<file path="src/rtl/lap3_pkg.sv">
package lap3_pkg;

    // register sizes and reset values
    localparam int CFG_W        = 11;
    localparam int CFG_IDX_W    = 1;
    localparam int PIX_W        = 8;

    localparam logic [CFG_W-1:0] RST_FRAME_WIDTH  = 11'd640;
    localparam logic [CFG_W-1:0] RST_FRAME_HEIGHT = 11'd480;

    // register indexes
    localparam logic [CFG_IDX_W-1:0] REG_FRAME_WIDTH  = 1'b0;
    localparam logic [CFG_IDX_W-1:0] REG_FRAME_HEIGHT = 1'b1;

    // item codes
    localparam logic OP_PIXEL = 1'b0;
    localparam logic OP_FLUSH = 1'b1;

    // kernel constants
    localparam logic [PIX_W-1:0] LAP_OFFSET = 8'd127;
    localparam logic [PIX_W-1:0] PIX_MAX    = 8'd255;

    typedef struct packed {
        logic             op;
        logic [PIX_W-1:0] pixel_in;
    } in_word_t;

    typedef struct packed {
        logic [PIX_W-1:0] pixel_out;
        logic             frame_end;
    } out_word_t;

    // per-item tag from the position counters to the datapath
    typedef struct packed {
        logic active;
        logic border;
        logic last;
    } pos_tag_t;

endpackage

</file>
<file path="src/rtl/lap3_kernel.sv">
module lap3_kernel
    import lap3_pkg::*;
(
    input  logic              clk,
    input  logic              rst_n,
    input  logic              shift,
    input  logic              emit,
    input  logic [PIX_W-1:0]  top,
    input  logic [PIX_W-1:0]  mid,
    input  logic [PIX_W-1:0]  pix,
    input  pos_tag_t          tag,
    input  logic              res_stall,
    output logic              res_valid,
    output out_word_t         res_word,
    output logic              out_free
);

    logic [PIX_W-1:0] win_reg [3][3];
    logic             res_valid_reg, res_valid_next;
    out_word_t        res_word_reg;

    logic [PIX_W-1:0]   center;
    logic [10:0]        nb_sum;
    logic signed [12:0] acc;
    logic [PIX_W-1:0]   lap;
    logic [PIX_W-1:0]   result;

    // window after this shift: old columns 1,2 plus the new column
    always_comb
    begin
        center = win_reg[1][2];
        nb_sum = 11'(win_reg[0][1]) + 11'(win_reg[1][1]) + 11'(win_reg[2][1])
               + 11'(win_reg[0][2]) + 11'(win_reg[2][2])
               + 11'(top) + 11'(mid) + 11'(pix);
        acc    = $signed({2'b00, center, 3'b000}) + $signed(13'(LAP_OFFSET))
               - $signed({2'b00, nb_sum});
        if (acc < 0)
            lap = '0;
        else if (acc > $signed(13'(PIX_MAX)))
            lap = PIX_MAX;
        else
            lap = acc[PIX_W-1:0];
        result = tag.border ? center : lap;
    end

    assign out_free = !res_valid_reg || !res_stall;

    always_comb
    begin
        res_valid_next = res_valid_reg;
        if (emit)
            res_valid_next = 1'b1;
        else if (!res_stall)
            res_valid_next = 1'b0;
    end

    always_ff @(posedge clk or negedge rst_n)
    begin
        if (!rst_n)
        begin
            res_valid_reg <= 1'b0;
            for (int r = 0; r < 3; r++)
            begin
                for (int k = 0; k < 3; k++)
                begin
                    win_reg[r][k] <= '0;
                end
            end
        end
        else
        begin
            res_valid_reg <= res_valid_next;
            if (shift)
            begin
                for (int r = 0; r < 3; r++)
                begin
                    win_reg[r][0] <= win_reg[r][1];
                    win_reg[r][1] <= win_reg[r][2];
                end
                win_reg[0][2] <= top;
                win_reg[1][2] <= mid;
                win_reg[2][2] <= pix;
            end
        end
    end

    always_ff @(posedge clk)
    begin
        if (emit)
        begin
            res_word_reg.pixel_out <= result;
            res_word_reg.frame_end <= tag.last;
        end
    end

    assign res_valid = res_valid_reg;
    assign res_word  = res_word_reg;

endmodule

</file>
<file path="config.mk">
export PLATFORM = sky130hd
export DESIGN_NAME = lap3_kernel
export DESIGN_NICKNAME = d
export VERILOG_FILES = /design/src/rtl/lap3_pkg.sv /design/src/rtl/lap3_kernel.sv
export SDC_FILE = /design/constraint.sdc
export NUM_CORES = 1
export LEC_CHECK = 0
export BUFFER_PORTS_ARGS = -buffer_cell sky130_fd_sc_hd__buf_2
export CAP_MARGIN = 20
export CORE_ASPECT_RATIO = 1.75
export CORE_UTILIZATION = 54
export DETAILED_ROUTE_END_ITERATION = 7
export PLACE_DENSITY_LB_ADDON = 0.15
export SETUP_SLACK_MARGIN = 0.5
export SYNTH_ARGS = -nofsm -noshare
export SYNTH_HDL_FRONTEND = slang
export SYNTH_SLANG_ARGS = --single-unit
</file>
<file path="constraint.sdc">
create_clock -name clk -period 5.1 [get_ports clk]
set_input_delay 0 -clock clk [delete_from_list [all_inputs] [get_ports clk]]
set_output_delay 0 -clock clk [all_outputs]
set_load 0.01 [all_outputs]
</file>
Word-level counts from Yosys, hierarchy flattened. Index checks and enable logic that the tools add are counted.

Word-level logic and storage cells: 29. Flip-flop bits (word level): 58. Output and inout port bits: 11.

Add/sub/neg operators: 9. Equality and inequality tests: 1. Reduce and logical (&&, ||, !) cells: 3. Multiplexer cells: 5. Order comparisons: 2.

Operator list (count): $add 11x8->11 (4); $mux 8 (3); $gt 13x9->1 const B (1); $lt 13x1->1 const B (1); $sub 12x11->13 (1); $add 11x7->12 const B (1); $add 10x8->11 (1); $add 9x8->10 (1); $add 8x8->9 (1); $logic_not 1->1 (2); $mux 1 (2); $ne 2x2->1 const B (1); $logic_or 1x1->1 (1).

Longest topological paths before layout.
Word-level depth: 12. Gate-level depth with buffers: 17.

Worst setup path after synthesis. Ideal clock, no wire load.

Kind: reg-to-reg. Start: reg win_reg[14] (netlist bit). End: reg res_word_reg, in the netlist res_word[1] (data pin). Buffers on the path: 0. Slack: 316 ps. Arrival: 4500 ps. Cell stages (with the launch flop): 15. Data required time: 4816 ps. Period minus slack after synthesis: 4784 ps. Cells stage by stage: dfrtp_1 -> inv_1 -> fa_1 -> inv_1 -> fa_1 -> fa_1 -> inv_1 -> fa_1 -> fa_1 -> ha_1 -> a21oi_1 -> inv_1 -> or3_4 -> a2111oi_4 -> a32oi_1.

Word-level cells in the longest chain between the ends: 11. Elaborated cells on any way between the ends: 12.

RTL lines: start, declared (RTL line lap3_kernel.sv:18) `logic [PIX_W-1:0] win_reg [3][3];`; start signal, assigned by index (RTL line lap3_kernel.sv:77) `win_reg[r][0] <= win_reg[r][1];`; start signal, assigned by index (RTL line lap3_kernel.sv:78) `win_reg[r][1] <= win_reg[r][2];`; $add 9x8->10 * (RTL line lap3_kernel.sv:32) `nb_sum = 11'(win_reg[0][1]) + 11'(win_reg[1][1]) + 11'(win_reg[2][1])`; $add 10x8->11 * (RTL line lap3_kernel.sv:33) `+ 11'(win_reg[0][2]) + 11'(win_reg[2][2])`; $add 11x8->11 * (RTL line lap3_kernel.sv:33); $add 11x8->11 * (3 in a row) (RTL line lap3_kernel.sv:34) `+ 11'(top) + 11'(mid) + 11'(pix);`; $sub 12x11->13 * (RTL line lap3_kernel.sv:36) `- $signed({2'b00, nb_sum});`; $gt 13x9->1 (RTL line lap3_kernel.sv:39) `else if (acc > $signed(13'(PIX_MAX)))`; $mux 8 (RTL line lap3_kernel.sv:39); $mux 8 * (RTL line lap3_kernel.sv:37) `if (acc < 0)`; $mux 8 * (RTL line lap3_kernel.sv:43) `result = tag.border ? center : lap;`; net result[0] (RTL line lap3_kernel.sv:26) `logic [PIX_W-1:0] result;`; end, declared (RTL line lap3_kernel.sv:20) `out_word_t res_word_reg;`.

Mark *: on every way through the listed nets, which the timed path passes. The rest lies on a longest branch. A chain may end at the register's enable or synchronous reset.

Final worst setup path.
Start: reg win_reg[63] (netlist bit). End: reg res_word_reg, in the netlist res_word[6] (data pin).

Word-level cells in the longest chain between the ends: 12. Elaborated cells on any way between the ends: 13.

RTL lines (RTL line): $add 8x8->9 * (lap3_kernel.sv:32); $add 9x8->10 * (lap3_kernel.sv:32); $add 10x8->11 * (lap3_kernel.sv:33); $add 11x8->11 * (lap3_kernel.sv:33); $add 11x8->11 * (3 in a row) (lap3_kernel.sv:34); $sub 12x11->13 * (lap3_kernel.sv:36); $gt 13x9->1 (lap3_kernel.sv:39); $mux 8 (lap3_kernel.sv:39); $mux 8 * (lap3_kernel.sv:37); $mux 8 * (lap3_kernel.sv:43); net result[5] (lap3_kernel.sv:26).

Marks and branches as above.

==> reports/results.tsv <==
stage	metric	value	unit
sta	Total Neg Setup Slack	0	ns
setup_path	worst reg2reg path startpoint	win_reg[63]	
layout	Net count, final	566	
synthesis	Seq/Total Area, Yosys	0.360	
layout	most common library cell in the layout ignoring fill and taps	sky130_fd_sc_hd__inv_1	
sta	Hold Violations, Final	0	
synthesis	count of flip-flops with a built-in enable after synthesis	9	
setup_path	critical-path cell with the highest stage delay	sky130_fd_sc_hd__fa_1	
setup_path	dominant cell type by count on the critical path	sky130_fd_sc_hd__fa_1	
placed_design	Final GP Congestion	0.862	
synthesis	Synth Register Bits	58	
setup_path	crit-path leading delay family	adder cells	
floorplanning	number of placement rows	42	
synthesis	largest cells by area after synthesis	sky130_fd_sc_hd__dfrtp_1 (30%), sky130_fd_sc_hd__fa_1 (26%), sky130_fd_sc_hd__inv_1 (7.8%)	
sta	Setup violations, final	0	
setup_path	worst stage delay on the critical path	0.58	ns
detailed_routing	post-DR vias/cell	5.23	
setup_path	worst setup path class	flip-flop to flip-flop	
layout	storage element area	0.00150	mm^2
synthesis	Synth Area per Inst	11.1	um^2
min_path	path type of the worst min-delay path	input port to flip-flop	
layout	area used by multi-input combinational logic	0.00243	mm^2
synthesis	Synth area leader	sky130_fd_sc_hd__dfrtp_1	
clocking	maximum clock path buffer count	2	
clocking	number of buffers created by CTS	9	
detailed_routing	top layer used by detailed routing	met4	
sta	timing-limited maximum frequency	210	MHz
min_path	Endpoint, Worst Hold	res_word[0]	
layout	most frequent cells in the layout	sky130_fd_sc_hd__inv_1 (79), sky130_fd_sc_hd__fa_1 (49), sky130_fd_sc_hd__dfrtp_1 (48), sky130_fd_sc_hd__buf_2 (41), sky130_fd_sc_hd__nand2_1 (38)	
synthesis	yosys synthesis warning count	0	
synthesis	share of the synthesized area in the top cell type	0.295	
setup_path	worst-case register-to-register setup slack	0.33	ns
synthesis	Syn Inst Count	375	
setup_path	worst endpoint data arrival time	4.83	ns
detailed_routing	routed wire length	8.57	mm
setup_path	critical-path maximum fanout	8	
placed_design	HPWL reported at the end of detailed placement	6.14	mm
detailed_routing	Detail Route met3 WL	209	um
min_path	origin of the worst min-delay path	emit	
detailed_routing	vias	2879	
detailed_routing	detailed route wirelength on metal2	5.19	mm
grt	wire length of the first global-routing pass	13.9	mm
layout	Area growth syn-to-layout	26.4	%
sta	measured slew at the worst slew-check pin	0.720	ns
clocking	Clock Pin Slew Worst Setup and Hold Paths	0.05	ns
floorplanning	core area	0.00751	mm^2
sta	post-route fraction of the period consumed by the critical path	0.936	
placed_design	Buffers on Ports	41	
setup_path	type of destination of the critical path	flip-flop	
synthesis	fraction of registers with async set or reset after synthesis	0.845	
layout	flip-flop count of the largest register after layout	40	
clocking	latest clock arrival within the worst-skew pair	0.33	ns
sta	final critical-path required period	4.77	ns
floorplanning	initial standard-cell utilization of the core	0.553	
min_path	cell depth of the worst min-delay path	1	
setup_path	required time of the worst setup path	5.16	ns
detailed_routing	DRC violation count after routing	0	
clocking	clk root buf	sky130_fd_sc_hd__clkbuf_16	
setup_path	reg2reg path depth	15	
floorplanning	number of top-level pins	43	
floorplanning	DIE AREA	0.00807	mm^2
sta	unrepaired setup endpoints after global routing	true	
sta	Worst slew margin	0.520	
detailed_routing	total routed wire length on the met1 layer	2.89	mm
job	number of max-capacitance violations reported	0	
sta	Slew Limit Fails	0	
detailed_routing	first-pass iteration count of the detailed router	4	
setup_path	Critical R2R Capture	res_word[6]	
synthesis	Most used DFF post-synth	sky130_fd_sc_hd__dfrtp_1	
clocking	clk sink count	58	
setup_path	cell-by-cell listing of the critical path	inv_2 -> fa_1 -> fa_1 -> fa_1 -> fa_1 -> fa_2 -> ha_4 -> o211ai_1 -> buf_4 -> a211oi_4 -> buf_4 -> o41a_1 -> a2111oi_4 -> buf_6 -> a32oi_1	
layout	fillers	564	
synthesis	number of nets in the synthesized netlist	484	
synthesis	distinct cell type count of the synthesized netlist	35	
detailed_routing	detailed-route wire length per cell	15.6	um
clocking	TritonCTS clock tree	yes	
grt	initial antenna violation count	0	
grt	vias in the first global route	3183	
synthesis	Netlist Area Pre-Place	0.00416	mm^2
grt	largest net degree at the start of global routing	76	
grt	grt total ovfl	0	
detailed_routing	count of antenna-violating nets left after detailed routing	0	
setup_path	buffers plus inverters on the worst setup path	4	
detailed_routing	number of violations reported at the end of detailed-routing iteration 0	64	
sta	Final Skew	0.00749	ns
setup_path	type of origin of the critical path	flip-flop	
layout	fraction of final layout cells sized beyond drive strength 1	0.255	
layout	diodes inserted	0	
grt	Total Routing Usage GR	0.244	
outcome	status	complete, no violations	
clocking	number of H-tree levels	3	
floorplanning	die span in x	68.3	um
floorplanning	overall die height	118	um
==> layer usage <==
metal / vias up / global-route usage
met2: 46 / 0.457
met5: - / 0
met3: 21 / 0.0484
met4: 0 / 0.120
li1: 1361 / -
met1: 1451 / 0.234
==> through the flow <==
step	instances	hold WS, ns	util	setup slack [ns]	area, um^2
floorplan	375	-0.296	-	0.518	4210
global placement	498	0.155	0.602	0.231	4520
detailed placement	498	0.153	0.602	0.133	4520
CTS	549	0.0267	0.695	0.343	5220
global route	550	0.0304	0.699	0.179	5260
finish	550	0.0337	0.699	0.328	5260
==> what timing repair did <==
action | 4_1_cts | 5_1_grt
endpoints found under the hold margin | 75 | 0
buffers inserted | 8 | 1
pin swaps | 16 | 6
resized for setup | 16 | 8
endpoints found under the setup margin | 8 | 8
hold buffers | 27 | 0
==> Yosys cell counts, drive strengths merged, types with 2 or more instances <==
master / instances
a32oi: 8
nor2: 4
o21a: 3
nand2: 38
clkbuf: 9
a21boi: 2
or3: 2
a211oi: 3
nor3: 3
nand2b: 3
a21oi: 10
mux2: 21
edfxtp: 9
fa: 54
inv: 86
o21ai: 32
ha: 23
xnor2: 2
dfrtp: 49
==> worst max-delay path by stage <==
stage                           start     endpoint  cells past startpoint
after floorplan           win_reg[51]  res_word[1]                     14
after global placement     win_reg[3]  res_word[7]                     14
after detailed placement  win_reg[51]  res_word[6]                     14
after CTS                 win_reg[63]  res_word[7]                     15
after global routing      win_reg[63]  res_word[7]                     15
final                     win_reg[63]  res_word[6]                     15
==> area by class of cell <==
class                      count  share of cell area
clock buffer                  12              0.0510
clock inverter                 4             0.00905
inverter                      86              0.0614
multi-input combinational    221               0.463
sequential                    58               0.285
tap                           88              0.0210
timing repair buffer          81               0.110
==> kinds of logic (layout without fill, tap and decap cells) <==
family | after synthesis | after routing | share of synthesized area
AOI/OAI and AO/OA | 63 | 63 | 0.0972
xor gates and xnor gates | 2 | 2 | 0.00422
muxes | 22 | 22 | 0.0593
and+or+nand+nor | 57 | 57 | 0.0629
DFF | 58 | 58 | 0.360
buffers and inverters | 96 | 183 | 0.0870
adders and majority gates | 77 | 77 | 0.329
Power is left out: the tool's default activity adds up to more than one toggle a clock period on the data nets, which glitch-free logic cannot reach.
