==> src/rtl/lap3_pkg.sv <==
package lap3_pkg;

    // register sizes and reset values
    localparam int CFG_W        = 11;
    localparam int CFG_IDX_W    = 1;
    localparam int PIX_W        = 8;

    localparam logic [CFG_W-1:0] RST_FRAME_WIDTH  = 11'd640;
    localparam logic [CFG_W-1:0] RST_FRAME_HEIGHT = 11'd480;

    // register indexes
    localparam logic [CFG_IDX_W-1:0] REG_FRAME_WIDTH  = 1'b0;
    localparam logic [CFG_IDX_W-1:0] REG_FRAME_HEIGHT = 1'b1;

    // item codes
    localparam logic OP_PIXEL = 1'b0;
    localparam logic OP_FLUSH = 1'b1;

    // kernel constants
    localparam logic [PIX_W-1:0] LAP_OFFSET = 8'd127;
    localparam logic [PIX_W-1:0] PIX_MAX    = 8'd255;

    typedef struct packed {
        logic             op;
        logic [PIX_W-1:0] pixel_in;
    } in_word_t;

    typedef struct packed {
        logic [PIX_W-1:0] pixel_out;
        logic             frame_end;
    } out_word_t;

    // per-item tag from the position counters to the datapath
    typedef struct packed {
        logic active;
        logic border;
        logic last;
    } pos_tag_t;

endpackage

==> src/rtl/lap3_seq.sv <==
module lap3_seq
    import lap3_pkg::*;
#(
    parameter int MAX_WIDTH  = 1024,
    parameter int MAX_HEIGHT = 1024
)
(
    input  logic                          clk,
    input  logic                          rst_n,
    input  logic                          cfg_we,
    input  logic [CFG_IDX_W-1:0]          cfg_index,
    input  logic [CFG_W-1:0]              cfg_data,
    input  logic                          accept,
    input  logic                          flush,
    output logic                          step,
    output logic [$clog2(MAX_WIDTH)-1:0]  col,
    output pos_tag_t                      tag
);

    localparam int CW  = $clog2(MAX_WIDTH);
    localparam int EW  = $clog2(MAX_WIDTH + 1);
    localparam int RW  = $clog2(MAX_HEIGHT + 2);
    localparam int ORW = $clog2(MAX_HEIGHT);
    localparam int EH  = $clog2(MAX_HEIGHT + 1);
    localparam int MWW = (CFG_W > EW) ? CFG_W : EW;
    localparam int MWH = (CFG_W > EH) ? CFG_W : EH;

    logic [CFG_W-1:0] frame_width_reg;
    logic [CFG_W-1:0] frame_height_reg;

    logic [CW-1:0]  in_col_reg,  in_col_next;
    logic [RW-1:0]  in_row_reg,  in_row_next;
    logic [CW-1:0]  out_col_reg, out_col_next;
    logic [ORW-1:0] out_row_reg, out_row_next;

    logic [MWW-1:0] w_ext;
    logic [MWH-1:0] h_ext;
    logic [EW-1:0]  eff_w, w_m1;
    logic [EH-1:0]  eff_h, h_m1;
    logic           ignore;
    logic           active, border, last;

    // clamp sizes to 1..MAX
    always_comb
    begin
        w_ext = MWW'(frame_width_reg);
        h_ext = MWH'(frame_height_reg);
        if (w_ext == '0)
            eff_w = EW'(1);
        else if (w_ext > MWW'(MAX_WIDTH))
            eff_w = EW'(MAX_WIDTH);
        else
            eff_w = EW'(w_ext);
        if (h_ext == '0)
            eff_h = EH'(1);
        else if (h_ext > MWH'(MAX_HEIGHT))
            eff_h = EH'(MAX_HEIGHT);
        else
            eff_h = EH'(h_ext);
        w_m1 = eff_w - EW'(1);
        h_m1 = eff_h - EH'(1);
    end

    assign ignore = flush && (in_row_reg == '0) && (in_col_reg == '0);
    assign step   = accept && !ignore;
    assign col    = in_col_reg;

    // output is due once width+1 items have gone in
    assign active = (in_row_reg > RW'(1)) || ((in_row_reg == RW'(1)) && (in_col_reg != '0));
    assign border = (out_row_reg == '0) || ((EH+1)'(out_row_reg) == (EH+1)'(h_m1))
                 || (out_col_reg == '0) || ((EW+1)'(out_col_reg) == (EW+1)'(w_m1));
    assign last   = ((EH+1)'(out_row_reg) >= (EH+1)'(h_m1))
                 && ((EW+1)'(out_col_reg) >= (EW+1)'(w_m1));

    assign tag.active = active;
    assign tag.border = border;
    assign tag.last   = last;

    always_comb
    begin
        in_col_next  = in_col_reg;
        in_row_next  = in_row_reg;
        out_col_next = out_col_reg;
        out_row_next = out_row_reg;
        if (cfg_we)
        begin
            in_col_next  = '0;
            in_row_next  = '0;
            out_col_next = '0;
            out_row_next = '0;
        end
        else if (step)
        begin
            if ((CW+1)'(in_col_reg) + (CW+1)'(1) >= (CW+1)'(eff_w))
            begin
                in_col_next = '0;
                in_row_next = in_row_reg + RW'(1);
            end
            else
            begin
                in_col_next = in_col_reg + CW'(1);
            end
            if (active)
            begin
                if (last)
                begin
                    in_col_next  = '0;
                    in_row_next  = '0;
                    out_col_next = '0;
                    out_row_next = '0;
                end
                else if ((CW+1)'(out_col_reg) + (CW+1)'(1) >= (CW+1)'(eff_w))
                begin
                    out_col_next = '0;
                    out_row_next = out_row_reg + ORW'(1);
                end
                else
                begin
                    out_col_next = out_col_reg + CW'(1);
                end
            end
        end
    end

    always_ff @(posedge clk or negedge rst_n)
    begin
        if (!rst_n)
        begin
            frame_width_reg  <= RST_FRAME_WIDTH;
            frame_height_reg <= RST_FRAME_HEIGHT;
            in_col_reg       <= '0;
            in_row_reg       <= '0;
            out_col_reg      <= '0;
            out_row_reg      <= '0;
        end
        else
        begin
            if (cfg_we)
            begin
                unique case (cfg_index)
                    REG_FRAME_WIDTH:  frame_width_reg  <= cfg_data;
                    REG_FRAME_HEIGHT: frame_height_reg <= cfg_data;
                endcase
            end
            in_col_reg  <= in_col_next;
            in_row_reg  <= in_row_next;
            out_col_reg <= out_col_next;
            out_row_reg <= out_row_next;
        end
    end

endmodule

==> config.mk <==
export PLATFORM = sky130hd
export DESIGN_NAME = lap3_seq
export DESIGN_NICKNAME = d
export VERILOG_FILES = /design/src/rtl/lap3_pkg.sv /design/src/rtl/lap3_seq.sv
export SDC_FILE = /design/constraint.sdc
export NUM_CORES = 1
export LEC_CHECK = 0
export ABC_AREA = 1
export BUFFER_PORTS_ARGS = -buffer_cell sky130_fd_sc_hd__buf_2
export CAP_MARGIN = 20
export CORE_ASPECT_RATIO = 0.75
export CORE_MARGIN = 1.5
export CORE_UTILIZATION = 55
export DETAILED_ROUTE_END_ITERATION = 10
export PLACE_DENSITY = 0.79
export SLEW_MARGIN = 20
export SYNTH_ARGS = -nofsm -noshare
export SYNTH_HDL_FRONTEND = slang
export SYNTH_SLANG_ARGS = --single-unit
==> constraint.sdc <==
create_clock -name clk -period 3.15 [get_ports clk]
set_clock_uncertainty 0.15 [all_clocks]
set_input_delay 0.315 -clock clk [delete_from_list [all_inputs] [get_ports clk]]
set_output_delay 0.315 -clock clk [all_outputs]
set_load 0.02 [all_outputs]
# [Word-level counts from Yosys, hierarchy flattened]
# Index checks and enable logic that the tools add are counted.
[op_classes] add_sub_neg=8 magnitude_cmp=7 n_eq_ne=3 mux=24 n_bitwise=1 n_reduce_logical=24
[ops] operator="$mux 10" n=15
[ops] operator="$mux 11" n=9
[ops] operator="$logic_not 11->1" n=3
[ops] operator="$add 10x1->10 const B" n=3
[ops] operator="$logic_not 10->1" n=3
[ops] operator="$add 10x1->11 const B" n=2
[ops] operator="$eq 10x11->1" n=2
[ops] operator="$ge 10x11->1" n=2
[ops] operator="$ge 11x11->1" n=2
[ops] operator="$gt 11x11->1 const B" n=2
[ops] operator="$sub 11x1->11 const B" n=2
[ops] operator="$add 11x1->11 const B" n=1
[ops] operator="$eq 11x1->1 const B" n=1
[ops] operator="$gt 11x1->1 const B" n=1
[ops] operator="$reduce_bool 10->1" n=1
[ops] operator="$reduce_and 2->1" n=3
[ops] operator="$logic_and 1x1->1" n=5
[ops] operator="$logic_or 1x1->1" n=4
[ops] operator="$reduce_bool 2->1" n=2
[ops] operator="$reduce_and 3->1" n=1
[ops] operator="$reduce_bool 3->1" n=1
[ops] operator="$logic_not 1->1" n=1
[ops] operator="$not 1->1" n=1
[word_totals] reg_bits=63 output_inout_bits=14 elab_cells=73

# [Logic depth before layout (Yosys ltp)]
# Gate-level depths: netlist (run 1).
[logic_depth] word_depth=10 ltp_mapped=24 depth_no_buf=23

# [Worst setup path before layout (run 1)]
# Ideal clock, no wire load.
[synth_path] path_kind="register to output" start="reg frame_height_reg[9]" end="out tag[0] (netlist bit)" arrival_ps=2996 required_time_ps=2685 setup_slack_ps=-311 path_stages_with_launch=22 n_path_buf=2 cell_sequence="dfrtp_1 or2_4 o31ai_4 a21oi_1 ha_1 nand2_2 inv_2 nand3_1 xnor2_1 ha_1 nand2_1 nor2_1 a211oi_1 o21ai_0 nand3_1 nand2_1 nand3_1 nand2_2 nand2_4 buf_6 inv_1 buf_4"
[synth_between] elab_chain_len=6 word_cells_on_any_way=7
[synth_lines] item="start: declaration" line_no="lap3_seq.sv:29" text="logic [CFG_W-1:0] frame_height_reg;"
[synth_lines] item="start signal: assignment" line_no="lap3_seq.sv:142" text="REG_FRAME_HEIGHT: frame_height_reg <= cfg_data;"
[synth_lines] item="$gt 11x11->1" line_no="lap3_seq.sv:56" text="else if (h_ext > MWH'(MAX_HEIGHT))"
[synth_lines] item="$mux 11" line_no="lap3_seq.sv:56"
[synth_lines] item="$mux 11 *" line_no="lap3_seq.sv:54" text="if (h_ext == '0)"
[synth_lines] item="$sub 11x1->11 *" line_no="lap3_seq.sv:61" text="h_m1 = eff_h - EH'(1);"
[synth_lines] item="$ge 10x11->1 *" line_no="lap3_seq.sv:72" text="assign last = ((EH+1)'(out_row_reg) >= (EH+1)'(h_m1))"
[synth_lines] item="$logic_and 1x1->1 *" line_no="lap3_seq.sv:73" text="&& ((EW+1)'(out_col_reg) >= (EW+1)'(w_m1));"
[synth_lines] item="end: declaration" line_no="lap3_seq.sv:17" text="output pos_tag_t tag"
# Every way passes the cells marked *; elsewhere a longest branch is shown, timed or not.

==> impl_metrics.tcl, run 1 <==
set metrics [dict create \
    result_of_the_run "finished, violations left" \
    violations "setup timing" \
    dp_slack_ps -320.2 \
    final-instance-count-excl-fill 891 \
    critical_path.startpoint_type "flop" \
    core_area_um2 8600 \
    port_buffers 30 \
    ff2ff_setup_slack_ps -670 \
    worstHoldEndpoint "frame_height_reg[6]" \
    timing_max_transition_violations_final 0 \
    first_pass_grt_wire_length_mm 23.25 \
    ir_drop_mv 0.3485 \
    final_core_utilization_pct 74.70 \
    timing.final.hold_violations 0 \
    hold_path_startpoint "cfg_data[6]" \
    p_leak_uw 0.003309 \
    hold_ws_ps 75.12 \
    syn-instance-count 665 \
    netlist_area_um2 4960 \
    clock_tree_from_tritoncts "built" \
    report.final.setup_viol 43 \
    grt.total_usage_pct 30.52 \
    die_y_um 85.24 \
    htree_num_levels 3 \
    yosysSeqAreaShare_pct 31.94 \
    die-width_um 112.7 \
    clock_sinks 63 \
    max-clock-path-buffers 2 \
    replace_congestion 0.9172 \
    share_of_power_burned_in_combinational_logic_pct 44.9 \
    grt_start_max_net_pins 29 \
    post_route_worst_setup_slack_ps -730.6 \
    worstSkewPairLatency_ps 340 \
    internal_power_uw 2087 \
    postRouteWirelength_mm 14.52 \
    initial_utilization_pct 57.67 \
    layout_commonest_cell "nand2_1" \
    syn_nets 735 \
    r2r.worst_path.cells 22 \
    critPathKind "reg2out" \
    yosysUniqueCellTypes 42 \
    postRouteAntennaNets 0 \
    finalCritPeriodShare_pct 123.2 \
    ys.warnings.count 0 \
    nNetsFinal 848 \
    global_route.overflow_total 0 \
    power.share.switching_pct 39.60 \
    dp_cells 860 \
    cts-buffers-inserted 9 \
    dp_hpwl_mm 10.08 \
    drc 0 \
    wl_per_cell_um 16.30 \
    p_clk_share_pct 26.4 \
    route.vias.total 5089 \
    regToRegEndpoint "out_row_reg[8]" \
    final_period_minus_worst_setup_slack_ps 3881 \
    drt_pass_1_iters 5 \
    first_global_vias 4923 \
    post_route_cells_drive_above_1_share_pct 26.44 \
    synthesis.area_per_instance_um2 7.458 \
    worst_r2r_startpoint "frame_height_reg[9]" \
    antenna_found_initial 0 \
    die_area_um2 9602 \
    rows 29 \
    cp.arrival_ps 3420 \
    relSlewSlack_pct 24.66 \
    worst_pin_slew_ps 1115 \
    grt_setup_unrepaired "yes" \
    layout_common_cells "nand2_1, inv_1, buf_4" \
    num-fill-cells 584 \
    design.portCount 31 \
    worstHoldPathType "in2reg" \
    timing.max_cap.violations 0 \
    setup_total_negative_slack_ps -24190 \
    p_seq_share_pct 28.7 \
    crit_path_max_fanout 3 \
    max_freq_mhz 257.7 \
    power_density_nw_per_um2 537.8 \
    critical_path_required_ps 2680 \
    synth-seq-cells 63 \
    critPathCaptureType "output pin" \
    route.detailed.vias_per_inst 5.712 \
    drt_iter0_drc 490 \
    cts_root_buffer "clkbuf_16" \
    clkSlewWorstSetupHoldPaths_ps 50 \
    timing.hold.worst_path_depth 3 \
    antennaDiodeCount 0 \
    p_sw_uw 1368 \
    flow.area_growth_from_synthesis_pct 29.52 \
]
## cell usage after synthesis
cell      number  share of area [%]
nand2_1      151                 11
inv_1         92                7.0
dfrtp_1       57                 29
nor2_1        56                4.2
ha_1          53                 13
o21ai_0       45                4.5
nand3_1       42                4.2
xor2_1        36                6.4
a21oi_1       23                2.3
nand4_1       14                1.8
nor4_1        10                1.3
xnor2_1       10                1.8
o22ai_1        9                1.1
clkbuf_1       8               0.61
dfstp_2        6                3.2
nor2_2         5               0.63
o21ai_1        5               0.50
buf_2          4               0.40
nand2_2        4               0.50
buf_4          3               0.45
nor3_1         3               0.30
o41ai_1        3               0.53
a211oi_1       2               0.30
a31oi_1        2               0.25
nand2_4        2               0.45
nand3_2        2               0.40
o21ai_2        2               0.35
o31ai_1        2               0.30
a21boi_0       1               0.15
a221oi_1       1               0.18
a41oi_1        1               0.18
buf_6          1               0.23
inv_2          1              0.076
nand3b_1       1               0.15
nor3b_1        1               0.15
o211ai_1       1               0.15
o21a_1         1               0.15
o21bai_4       1               0.38
o31ai_4        1               0.43
or2_2          1               0.13
or2_4          1               0.18
or4_1          1               0.15
## critical path, stage by stage, from the launching register on
cell and delay (ps):
dfrtp_1 390, buf_4 150, o41ai_1 990, nand2_4 120, xnor2_2 170, ha_1 270, nand2_1 60, inv_2 90
nand3_2 80, nor4_4 260, nand3_2 130, nand2_2 110, nand2_4 60, inv_2 70, buf_6 110
## logic make-up (layout without fill, tap and decap cells)
| family | Yosys count | after routing | synth area share [%] |
|---|---|---|---|
| AOI/OAI and AO/OA | 100 | 100 | 11.86 |
| DFF | 63 | 63 | 31.94 |
| buffers and inverters | 109 | 227 | 8.728 |
| xor gates and xnor gates | 46 | 46 | 8.123 |
| adders and majority gates | 53 | 53 | 13.37 |
| and+or+nand+nor | 294 | 294 | 25.98 |
## timing repair
action / 4_1_cts / 5_1_grt
setup buffers: 5 / 8
gates cloned: 2 / 1
hold buffers: 1 / 0
setup endpoints to repair: 43 / 43
resized for setup: 56 / 18
endpoints found under the hold margin: 26 / 0
pin swaps: 13 / 17
## per-stage QoR
stage | area, µm² | power (µW)
detailed placement | 5753 | 2300
floorplan | 5007 | 1819
finish | 6424 | 3455
global route | 6424 | 3653
CTS | 6295 | 3331
global placement | 5753 | 2227
## worst max path at each step
stage               depth (start not counted)  slack (ps)                 from        endpoint
floorplan                                  22        -200  frame_height_reg[3]          tag[0]
global placement                           23        -220  frame_height_reg[6]  out_row_reg[3]
CTS                                        20        -570  frame_height_reg[8]          tag[0]
global route                               19        -850  frame_height_reg[9]          tag[0]
finish                                     14        -730  frame_height_reg[4]          tag[0]
detailed placement                         20        -320  frame_height_reg[6]  out_col_reg[0]
## per-layer routing
metal  track usage [%]  wire length [µm]  vias up  part of all wire (%)
met2             49.50              6613      239                    46
met4             9.206               401        0                   2.8
met5                 0                 0        -                     0
met1             40.88              6309     2384                    43
met3             7.143              1199       50                   8.3
li1                  -                 -     2416                     -
## final cells by class
type                       instances  area (µm²)  share of cell area (%)
multi-input combinational        493        3204                   49.88
sequential                        63        1584                   24.66
timing repair buffer             118       882.1                   13.73
inverter                          93       349.1                   5.434
clock buffer                      12       246.5                   3.837
tap                              108       135.1                   2.104
clock inverter                     4       22.52                  0.3506
## power by group through the flow
stage,clock network (µW),registers (µW),logic (µW)
6_report,912,990,1550
5_1_grt,956,997,1700
4_1_cts,920,985,1430
3_5_place_dp,0,996,1300
3_3_place_gp,0,991,1240
2_1_floorplan,0,1000,818
(Power assumes the default switching activity.)
==> run 2: changes to the inputs <==
--- a/config.mk
+++ b/config.mk
@@ -7,12 +7,13 @@
 export LEC_CHECK = 0
 export ABC_AREA = 1
 export BUFFER_PORTS_ARGS = -buffer_cell sky130_fd_sc_hd__buf_2
-export CAP_MARGIN = 20
+export CAP_MARGIN = 30
 export CORE_ASPECT_RATIO = 0.75
 export CORE_MARGIN = 1.5
 export CORE_UTILIZATION = 55
 export DETAILED_ROUTE_END_ITERATION = 10
 export PLACE_DENSITY = 0.79
+export RECOVER_POWER = 100
 export SLEW_MARGIN = 20
 export SYNTH_ARGS = -nofsm -noshare
 export SYNTH_HDL_FRONTEND = slang
==> run 2 against run 1 <==
Net effect: the run ends with capacitance limit, slew limit, setup timing left; sequential cell count stayed put; sequential share of layout area up 0.087 points; first-iteration DRC count shrank 2.4%; via count fell by 0.96%; clock-buffer cell count stayed put; die area unchanged; non-clock buffer count stayed put; final area is 0.35% lower; register-to-register slack hardly changed; global-route usage unchanged; cell count unchanged; critical path type unchanged.
==> impl_metrics.tcl, run 2 (same netlist as run 1, synthesis figures left out) <==
set metrics [dict create \
    power.share.switching_pct 39.70 \
    layout_common_cells "nand2_1, inv_1, buf_4" \
    grt_setup_unrepaired "yes" \
    critPathCaptureType "output pin" \
    antennaDiodeCount 0 \
    power_density_nw_per_um2 539.1 \
    clock_tree_from_tritoncts "built" \
    cts-buffers-inserted 9 \
    core_area_um2 8600 \
    timing.final.hold_violations 0 \
    critPathKind "reg2out" \
    replace_congestion 0.9172 \
    layout_commonest_cell "nand2_1" \
    timing_max_transition_violations_final 29 \
    worstHoldPathType "in2reg" \
    clock_sinks 63 \
    p_sw_uw 1370 \
    rows 29 \
    port_buffers 30 \
    p_clk_share_pct 26.5 \
    violations "capacitance limit, slew limit, setup timing" \
    share_of_power_burned_in_combinational_logic_pct 44.8 \
    power.total_uw 3451 \
    post_route_worst_setup_slack_ps -722.7 \
    die_area_um2 9602 \
    clkSlewWorstSetupHoldPaths_ps 50 \
    critical_path_required_ps 2680 \
    antenna_found_initial 0 \
    crit_path_max_fanout 3 \
    cp.arrival_ps 3410 \
    critical_path.n_buffers_inverters 4 \
    first_global_vias 4923 \
    p_seq_share_pct 28.7 \
    num-fill-cells 596 \
    postRouteWirelength_mm 14.45 \
    p_leak_uw 0.003251 \
    worst_pin_slew_ps 1538 \
    cts_root_buffer "clkbuf_16" \
    ir_drop_mv 0.3489 \
    postRouteAntennaNets 0 \
    crit_path_top_delay_cell "o41ai_1" \
    max-clock-path-buffers 2 \
    worstSkewPairLatency_ps 340 \
    result_of_the_run "finished, violations left" \
    initial_utilization_pct 57.67 \
    final_period_minus_worst_setup_slack_ps 3873 \
    route.detailed.vias_per_inst 5.657 \
    report.final.setup_viol 43 \
    drt_iter0_drc 478 \
    die_y_um 85.24 \
    drc 0 \
    internal_power_uw 2081 \
    grt.total_usage_pct 30.52 \
    timing.critical_path.slowest_cell_delay_ps 990 \
    critical_path.top_delay_family "compound AO/OA/AOI/OAI gates" \
    final_core_utilization_pct 74.44 \
    finalCritPeriodShare_pct 122.9 \
    nNetsFinal 848 \
    max_freq_mhz 258.2 \
    grt_start_max_net_pins 29 \
    htree_num_levels 3 \
    dp_hpwl_mm 10.08 \
    design.portCount 31 \
    crit_path_cell_trace "buf_4 -> o41ai_1 -> nand2_4 -> xnor2_2 -> ha_1 -> nand2_1 -> inv_2 -> nand3_2 -> nor4_4 -> nand3_2 -> nand2_2 -> nand2_4 -> inv_2 -> buf_6" \
    wl_per_cell_um 16.22 \
    flow.area_growth_from_synthesis_pct 29.06 \
    first_pass_grt_wire_length_mm 23.25 \
    relSlewSlack_pct -2.564 \
    critical_path.startpoint_type "flop" \
    route.vias.total 5040 \
    global_route.overflow_total 0 \
    drt_pass_1_iters 5 \
    post_route_cells_drive_above_1_share_pct 24.52 \
    die-width_um 112.7 \
    timing.max_cap.violations 1 \
]
-- run 2: cell types whose count changed in the layout (fill, tap and decap cells not counted), sizes merged --
cell    delta
buf       -16
clkbuf    +16
-- run 2: worst min-delay path, cell delays in order --
cell	delay [ps]
buf_2	100
inv_1	50
o21ai_0	80
-- run 2: layout make-up --
| type | count | area (µm²) | area share [%] |
|---|---|---|---|
| clock buffers | 12 | 246.5 | 3.851 |
| clock inverters | 4 | 22.52 | 0.3518 |
| inverters | 93 | 349.1 | 5.453 |
| multi-input cells | 493 | 3204 | 50.06 |
| flip-flops and latches | 63 | 1584 | 24.75 |
| well taps | 108 | 135.1 | 2.111 |
| repair buffers | 118 | 859.6 | 13.43 |
-- run 2: power groups by stage --
stage / sequential (µW) / clock (µW) / combinational, µW
6_report: 990 / 914 / 1550
5_1_grt: 997 / 956 / 1690
4_1_cts: 985 / 920 / 1430
3_5_place_dp: 996 / 0 / 1300
3_3_place_gp: 991 / 0 / 1240
2_1_floorplan: 1000 / 0 / 818
-- run 2: worst paths after layout --
check,from,endpoint,slack [ps],depth (start not counted)
worst max-delay path,frame_height_reg[4],tag[0],-720,14
worst min-delay path,cfg_data[6],frame_height_reg[6],70,3
max in group asynchronous,rst_n,frame_width_reg[7],820,3
worst min register to register,in_row_reg[5],in_row_reg[5],390,2
min in group asynchronous,rst_n,in_row_reg[10],740,2
worst max register to register,frame_height_reg[9],out_row_reg[8],-660,22
-- run 2: what timing repair did --
| item | CTS | global route |
|---|---|---|
| hold endpoints to repair | 26 | 0 |
| gates resized for setup | 56 | 18 |
| hold buffers | 1 | 0 |
| pin swaps | 13 | 17 |
| setup buffers | 5 | 8 |
| setup endpoints to repair | 43 | 43 |
| cloned | 2 | 1 |
-- run 2: stage by stage --
stage               worst slack (ps)  cells  hold WS (ps)  area [µm²]  setup TNS, ps
finish                        -722.7    891         72.88        6401         -23660
global route                  -850.5    891         99.10        6401         -29660
CTS                           -570.7    884         78.83        6295         -19080
detailed placement            -320.2    860         222.4        5753         -10340
global placement              -222.1    860         210.4        5753          -7892
floorplan                     -202.0    665        -130.6        5007          -1973
-- run 2: routing by layer --
layer  vias up  wire [µm]  global-route usage, %  part of all wire (%)
met4         0        289                  9.206                   2.0
met5         -          0                      0                     0
met1      2383       6273                  40.88                    43
li1       2410          -                      -                     -
met2       210       6723                  49.50                    47
met3        37       1168                  7.143                   8.1
